<file path="src/bdl_pkg.sv">
package bdl_pkg;

  localparam int unsigned Capacity = 256;
  localparam int unsigned PtrW     = $clog2(Capacity);
  localparam int unsigned CntW     = PtrW + 1;
  localparam int unsigned EntryW   = 24;

  typedef enum logic [2:0] {
    CMD_INS_HEAD = 3'd0,
    CMD_INS_TAIL = 3'd1,
    CMD_REM_HEAD = 3'd2,
    CMD_REM_TAIL = 3'd3,
    CMD_RD_HEAD  = 3'd4,
    CMD_RD_TAIL  = 3'd5,
    CMD_RD_INDEX = 3'd6
  } cmd_e;

  typedef enum logic [1:0] {
    ST_OK    = 2'd0,
    ST_FULL  = 2'd1,
    ST_EMPTY = 2'd2,
    ST_RANGE = 2'd3
  } status_e;

  typedef struct packed {
    logic [2:0] cmd;
    logic [7:0] pos_x;
    logic [7:0] pos_y;
    logic [7:0] pos_symbol;
    logic [7:0] position;
  } cmd_t;

  typedef struct packed {
    logic [7:0] read_x;
    logic [7:0] read_y;
    logic [7:0] read_symbol;
    logic [8:0] entry_count;
    logic [1:0] status;
  } rsp_t;

  typedef struct packed {
    logic              we;
    logic              re;
    logic [PtrW-1:0]   addr;
    logic [EntryW-1:0] wdata;
  } mem_req_t;

endpackage

</file>
<file path="src/bdl_ctrl.sv">
module bdl_ctrl (
  input  logic                       clk_i,
  input  logic                       rst_ni,
  input  logic                       accept_i,
  input  bdl_pkg::cmd_t              cmd_i,
  output bdl_pkg::mem_req_t          req_o,
  output logic                       done_o,
  output logic                       rd_ok_o,
  output bdl_pkg::status_e           status_o,
  output logic [bdl_pkg::CntW-1:0]   count_o
);

  logic [bdl_pkg::PtrW-1:0] head_q, head_d;
  logic [bdl_pkg::CntW-1:0] count_q, count_d;
  logic                     done_q, rd_ok_q, rd_ok_d;
  bdl_pkg::status_e         status_q, status_d;
  logic                     full, empty;
  logic [bdl_pkg::PtrW-1:0] tail, head_m1, head_p1, idx_addr, cnt_lo;

  assign full     = (count_q == bdl_pkg::CntW'(bdl_pkg::Capacity));
  assign empty    = (count_q == '0);
  assign cnt_lo   = count_q[bdl_pkg::PtrW-1:0];
  // ring arithmetic wraps naturally at a power-of-two capacity
  assign tail     = head_q + cnt_lo - bdl_pkg::PtrW'(1);
  assign head_m1  = head_q - bdl_pkg::PtrW'(1);
  assign head_p1  = head_q + bdl_pkg::PtrW'(1);
  assign idx_addr = head_q + bdl_pkg::PtrW'(cmd_i.position);

  always_comb begin
    head_d      = head_q;
    count_d     = count_q;
    status_d    = bdl_pkg::ST_OK;
    rd_ok_d     = 1'b0;
    req_o.we    = 1'b0;
    req_o.re    = 1'b0;
    req_o.addr  = head_q;
    req_o.wdata = {cmd_i.pos_symbol, cmd_i.pos_y, cmd_i.pos_x};
    unique case (bdl_pkg::cmd_e'(cmd_i.cmd))
      bdl_pkg::CMD_INS_HEAD: begin
        if (full) begin
          status_d = bdl_pkg::ST_FULL;
        end else begin
          req_o.we   = accept_i;
          req_o.addr = head_m1;
          head_d     = head_m1;
          count_d    = count_q + bdl_pkg::CntW'(1);
        end
      end
      bdl_pkg::CMD_INS_TAIL: begin
        if (full) begin
          status_d = bdl_pkg::ST_FULL;
        end else begin
          req_o.we   = accept_i;
          req_o.addr = head_q + cnt_lo;
          count_d    = count_q + bdl_pkg::CntW'(1);
        end
      end
      bdl_pkg::CMD_REM_HEAD: begin
        if (empty) begin
          status_d = bdl_pkg::ST_EMPTY;
        end else begin
          head_d  = head_p1;
          count_d = count_q - bdl_pkg::CntW'(1);
        end
      end
      bdl_pkg::CMD_REM_TAIL: begin
        if (empty) begin
          status_d = bdl_pkg::ST_EMPTY;
        end else begin
          count_d = count_q - bdl_pkg::CntW'(1);
        end
      end
      bdl_pkg::CMD_RD_HEAD: begin
        if (empty) begin
          status_d = bdl_pkg::ST_EMPTY;
        end else begin
          req_o.re = accept_i;
          rd_ok_d  = 1'b1;
        end
      end
      bdl_pkg::CMD_RD_TAIL: begin
        if (empty) begin
          status_d = bdl_pkg::ST_EMPTY;
        end else begin
          req_o.re   = accept_i;
          req_o.addr = tail;
          rd_ok_d    = 1'b1;
        end
      end
      bdl_pkg::CMD_RD_INDEX: begin
        if (bdl_pkg::CntW'(cmd_i.position) >= count_q) begin
          status_d = bdl_pkg::ST_RANGE;
        end else begin
          req_o.re   = accept_i;
          req_o.addr = idx_addr;
          rd_ok_d    = 1'b1;
        end
      end
      default: ;  // unused code: no-op, ok status
    endcase
  end

  always_ff @(posedge clk_i or negedge rst_ni) begin
    if (!rst_ni) begin
      head_q   <= '0;
      count_q  <= '0;
      done_q   <= 1'b0;
      rd_ok_q  <= 1'b0;
      status_q <= bdl_pkg::ST_OK;
    end else begin
      done_q <= accept_i;
      if (accept_i) begin
        head_q   <= head_d;
        count_q  <= count_d;
        rd_ok_q  <= rd_ok_d;
        status_q <= status_d;
      end
    end
  end

  assign done_o   = done_q;
  assign rd_ok_o  = rd_ok_q;
  assign status_o = status_q;
  assign count_o  = count_q;

endmodule

</file>
<file path="config.mk">
export PLATFORM = sky130hd
export DESIGN_NAME = bdl_ctrl
export DESIGN_NICKNAME = d
export VERILOG_FILES = /design/src/bdl_pkg.sv /design/src/bdl_ctrl.sv
export SDC_FILE = /design/constraint.sdc
export NUM_CORES = 1
export LEC_CHECK = 0
export ABC_AREA = 1
export BUFFER_PORTS_ARGS = -buffer_cell sky130_fd_sc_hd__buf_2
export CELL_PAD_IN_SITES_DETAIL_PLACEMENT = 0
export CELL_PAD_IN_SITES_GLOBAL_PLACEMENT = 1
export CORE_MARGIN = 3
export CORE_UTILIZATION = 41
export CTS_CLUSTER_DIAMETER = 150
export CTS_CLUSTER_SIZE = 12
export DETAILED_ROUTE_END_ITERATION = 8
export GPL_ROUTABILITY_DRIVEN = 0
export PLACE_DENSITY_LB_ADDON = 0.1
export SLEW_MARGIN = 20
export SYNTH_ARGS = -nofsm -noshare
export SYNTH_HDL_FRONTEND = slang
export SYNTH_SLANG_ARGS = --single-unit
</file>
<file path="constraint.sdc">
create_clock -name clk_i -period 3.64 [get_ports clk_i]
set_clock_uncertainty 0.15 [all_clocks]
set_input_delay 0.182 -clock clk_i [delete_from_list [all_inputs] [get_ports clk_i]]
set_output_delay 0.182 -clock clk_i [all_outputs]
set_load 0.02 [all_outputs]
</file>
==> impl_metrics.ini, run 1 <==
[outcome]
status = finished, final reports clean

[timing]
setup_viol = 0
relSlewSlack_pct = 45.83
worst_pin_slew_ns = 0.8095
period_share_pct = 85.04
max_freq_mhz = 323.1
hold_viol_final = 0
finalSetupTns_ns = 0
rsz0062_at_grt = no
slew_viol_final = 0
fin_crit_ns = 3.095

[setup_path]
cp_slowest_cell = dfrtp_1
path_common_cell = nand3_1
path_class = reg -> out
critPathTopFamily = adder cells
slowest_delay_ns = 0.53
cp-end-kind = output pin
startpoint_type = flip-flop
worstPathArrival_ns = 2.76
crit_fanout = 9
critical_path.cell_chain = ha_1 -> fa_1 -> inv_1 -> ha_1 -> inv_1 -> nor2_1 -> nand2_1 -> nor2_1 -> nand3_1 -> nand3_1 -> nand3_1 -> nand3_1 -> buf_2
cp.required_ns = 3.31
cp_num_buf_inv = 3

[clock_network]
cts.sinks = 21
clk_pin_slew_ns = 0.09
h-tree-depth = 1
cts_tree = done
max-clock-path-buffers = 2
clock-root-buffer = clkbuf_8
cts_setup_buffers = 0
ctsHoldBuffers = 2
postCtsResizedCells = 0
numCtsBuffers = 3
clk-insertion-delay-late_ns = 0.27

[synth]
syn_nets = 619
synth-seq-cells = 21
ys_seq_area_share_pct = 15.25
syn_area_per_cell_sq_um = 6.311
syn_inst = 546
synth_top_area_share_pct = 16.34
synth.distinct_cells = 40
synth_area_leaders = nand2_1, dfrtp_1, ha_1, nand3_1, inv_1
yosys-top-cells-count = nand2_1, inv_1, nand3_1
syn_area_sq_um = 3446
ys_warn_count = 0
async_flop_share_pct = 100.0
synth_largest_area_cell = nand2_1
synth-edff-count = 0
ys.flop_type = dfrtp_1
yosysMostFrequentCell = nand2_1

[layout]
final_nets = 631
syn2layout_area_growth_pct = 4.321
final_cells = 659
diodes = 0
drive_above_1_share_pct = 15.08
fin_area_sq_um = 3595

[global_routing]
grt_overflow = 0
grt_usage_pct = 22.03
grt_pass1_vias = 3341
antenna_found_initial = 0
grt_pass1_wl_um = 17170
grt_start_max_net_pins = 22

[floorplan]
die_h_um = 97.68
dieArea_sq_um = 9540
num_rows = 32
initial_core_util_pct = 43.47
io-pin-count = 85
dieWidth_um = 97.68
core_sq_um = 7928

[drt]
drc = 0
via_count = 3574
drtPass1Iterations = 5
ant_nets = 0
avgRoutedWirePerCell_um = 16.01
vias_per_cell = 5.423
wirelength_um = 10550
drt-initial-drc-count = 284

[power]
leakage_nw = 1.982
ir_drop_mv = 0.3097
power.density_nw_per_um2 = 950.2

[placement]
placed_cells = 653
hpwl_um = 8356
placed_area_sq_um = 3530
io_buffers = 36

[hold_path]
worstHoldPathType = in -> out

[flow_run]
drv_cap = 0
==> per-layer routing <==
layer	up-vias	track usage (%)	share of wire (%)
met1	1619	30.40	46
met5	-	0	0
met2	152	36.32	45
met4	0	4.473	1.9
met3	21	3.518	7.0
li1	1782	-	-
==> cell type report <==
| class | instances | area [sq um] |
|---|---|---|
| Clock buffer | 4 | 45.04 |
| Fill cell | 847 | 4333 |
| Inverter | 81 | 309.0 |
| Multi-Input combinational cell | 413 | 2387 |
| Sequential cell | 21 | 525.5 |
| Tap cell | 102 | 127.6 |
| Timing Repair Buffer | 38 | 200.2 |
==> cell usage in the layout, fill, tap and decap left out, types with 2 or more instances in the layout <==
cell           count
o21ai_0           17
nand4_4            2
a21oi_1           28
nor3_1             2
nand3_1           67
inv_1             68
or2_2              4
nand4_1           12
nor2_2             4
nor2_1            30
nand2_1          150
ha_1              32
o21ai_1            6
nor3_2             2
o22ai_1            3
nand2_2            7
buf_2             36
o21ai_2            4
nor2_4             2
dfrtp_1           21
a21o_1             2
inv_2             12
o211ai_1           4
fa_1               3
xnor2_1            7
dlygate4sd3_1      2
clkbuf_8           3
a22oi_1            2
xor2_1            13
==> state kept, by name, indices dropped and copies added (netlist names) <==
| signal | cells |
|---|---|
| status_o | 2 |
| done_o | 1 |
| head_q | 8 |
| rd_ok_o | 1 |
| count_o | 9 |
==> metrics by stage <==
step           util [%]  worst slack [ns]  power, mW  hold WS (ns)
4_1_cts           45.34            0.5910      3.412        0.2141
2_1_floorplan         -             1.130      2.572       -0.2636
3_5_place_dp      44.52            0.8979      3.229       0.06479
6_report          45.34            0.5446      3.416        0.2140
5_1_grt           45.34            0.3188      3.809        0.2140
3_3_place_gp      44.52            0.9207      3.216       0.07239
==> cell families (layout without fill, tap and decap cells) <==
kind of cell,count (synthesis),in the layout,share of synthesized area [%]
adders and majority gates,35,35,13.36
muxes,1,1,0.3268
DFF,21,21,15.25
and+or+nand+nor,288,288,39.00
xor gates and xnor gates,20,20,5.084
buffers and inverters,112,123,15.47
AOI/OAI and AO/OA,69,69,11.51
==> power by group <==
group | switching (mW) | total (mW) | internal (mW)
registers | 0.255 | 0.583 | 0.327
logic | 1.71 | 2.66 | 0.948
clock network | 0.0945 | 0.173 | 0.0785
total | 2.06 | 3.42 | 1.35
==> path summary, 6_finish.rpt <==
| check | to | cells past startpoint | from | slack, ns |
|---|---|---|---|---|
| max | req_o[30] | 13 | head_q[0] | 0.54 |
| min | req_o[10] | 0 | cmd_i[18] | 0.21 |
| max reg2reg | count_o[3] | 8 | count_o[1] | 1.45 |
| min reg2reg | status_o[0] | 1 | status_o[0] | 0.36 |
| max in group asynchronous | head_q[0] | 2 | rst_ni | 2.67 |
| min in group asynchronous | rd_ok_o | 2 | rst_ni | 0.29 |
Power figures use the tool's default switching activity.
==> run 2: changes to the inputs <==
- CORE_MARGIN: 3 -> unset
- MAX_ROUTING_LAYER: unset -> met4
==> run 2 against run 1 <==
Critical path depth unchanged. Die area shrank 8.0%. Via count fell by 1.8%. Design area up 0.42%. Sequential share of layout area fell by 0.061 points. Final cell count is 0.61% higher. Clock power up 2%. Global-route usage grew 3.3 points. Combinational power barely moved. Wire length shrank 1.3%. Register-to-register slack about the same. Highest routed layer unchanged.
==> impl_metrics.ini, run 2 (synthesized netlist as in run 1, its figures left out) <==
[floorplan]
dieArea_sq_um = 8775
num_rows = 33
dieWidth_um = 93.68
initial_core_util_pct = 42.15
die_h_um = 93.68
io-pin-count = 85
core_sq_um = 8175

[layout]
syn2layout_area_growth_pct = 4.757
drive_above_1_share_pct = 15.41
final_common_cell = nand2_1
layout_common_cells = nand2_1, inv_1, nand3_1
diodes = 0
finish.utilization_pct = 44.15
final_nets = 632
num-fill-cells = 909
largest_reg_flops = 9
fin_area_sq_um = 3610

[clock_network]
clk-insertion-delay-late_ns = 0.28
h-tree-depth = 1
clock-root-buffer = clkbuf_8
cts.sinks = 21
clk_pin_slew_ns = 0.10
max-clock-path-buffers = 2
postCtsResizedCells = 0
cts_tree = done
numCtsBuffers = 3

[timing]
relSlewSlack_pct = 51.83
setup_viol = 0
worst_pin_slew_ns = 0.7199
period_share_pct = 83.56
fin_crit_ns = 3.041
slew_viol_final = 0
max_freq_mhz = 328.8
finalSetupTns_ns = 0
hold_viol_final = 0
rsz0062_at_grt = no

[power]
ir_drop_mv = 0.2627
leakage_nw = 1.986
power.density_nw_per_um2 = 951.6

[setup_path]
path_common_cell = nand3_1
crit_fanout = 9
path_class = reg -> out
startpoint_type = flip-flop
slowest_delay_ns = 0.53
cp.required_ns = 3.31
critical_path.cell_chain = ha_1 -> fa_1 -> inv_1 -> ha_1 -> inv_1 -> nor2_1 -> nand2_1 -> nor2_1 -> nand3_1 -> nand3_1 -> nand3_1 -> nand3_1 -> buf_2
cp_slowest_cell = dfrtp_1
cp-end-kind = output pin
worstPathArrival_ns = 2.71

[placement]
io_buffers = 36
hpwl_um = 8293
placed_area_sq_um = 3541

[global_routing]
grt_start_max_net_pins = 22
antenna_found_initial = 0
grt_usage_pct = 25.28
gr-max-usage-layer = met2
grt_pass1_wl_um = 16540
gr-usage-met3_pct = 2.427
grt_overflow = 0
grt_pass1_vias = 3257
grt_use_met1_pct = 34.28
met2_usage_pct = 41.24

[drt]
vias_per_cell = 5.293
drc = 0
drtPass1Iterations = 5
avgRoutedWirePerCell_um = 15.71
wirelength_um = 10410
ant_nets = 0
drt-initial-drc-count = 158
via_count = 3509

[hold_path]
worstHoldPathType = in -> out

[flow_run]
drv_cap = 0

[outcome]
status = finished, final reports clean
run 2: timing repair:
action / 4_1_cts / 5_1_grt
endpoints found under the hold margin: 22 / 0
setup buffers: 0 / 0
hold buffers: 2 / 0
endpoints found under the setup margin: 0 / 0
run 2: final timing paths:
path	from	end	slack, ns	cells after the start
min reg2reg	status_o[0]	status_o[0]	0.38	1
max reg2reg	count_o[1]	status_o[0]	1.45	9
max in group asynchronous	rst_ni	head_q[3]	2.65	2
max	head_q[0]	req_o[30]	0.60	13
min in group asynchronous	rst_ni	rd_ok_o	0.30	2
min	cmd_i[24]	req_o[0]	0.21	0
run 2: layout make-up:
class / instances / area [sq um] / area share [%]
clock buffer: 3 / 41.29 / 1.144
clock inverter: 1 / 7.507 / 0.2080
inverter: 81 / 309.0 / 8.562
multi-input combinational: 413 / 2387 / 66.14
sequential: 21 / 525.5 / 14.56
tap: 105 / 131.4 / 3.640
timing repair buffer: 39 / 207.7 / 5.754
run 2: metal layers:
layer,up-vias,part of all wire (%)
met3,20,5.5
met2,97,45
met5,-,0
met4,0,1.3
met1,1608,48
li1,1784,-
run 2: per-stage QoR:
stage / power [mW] / cells / worst slack [ns] / hold WS, ns
after floorplan: 2.572 / 546 / 1.130 / -0.2636
after global placement: 3.222 / 657 / 0.9644 / 0.05928
after detailed placement: 3.230 / 657 / 0.9206 / 0.06182
after CTS: 3.424 / 663 / 0.5974 / 0.2141
after global routing: 3.821 / 663 / 0.3374 / 0.2140
final: 3.435 / 663 / 0.5986 / 0.2140
run 2: power breakdown:
part	internal [mW]	total, mW	switching (mW)	leakage (nW)
combinational	0.954	2.69	1.74	1.71
sequential	0.327	0.567	0.240	0.259
clock	0.0778	0.177	0.0996	0.0217
total	1.36	3.43	2.08	1.99
run 2: critical path, delay by kind of cell, from the launching register on:
family / cells / cell delay, ns
simple gates: 7 / 0.75
fa+ha+maj: 3 / 0.85
buf+inv: 3 / 0.31
flops: 1 / 0.53
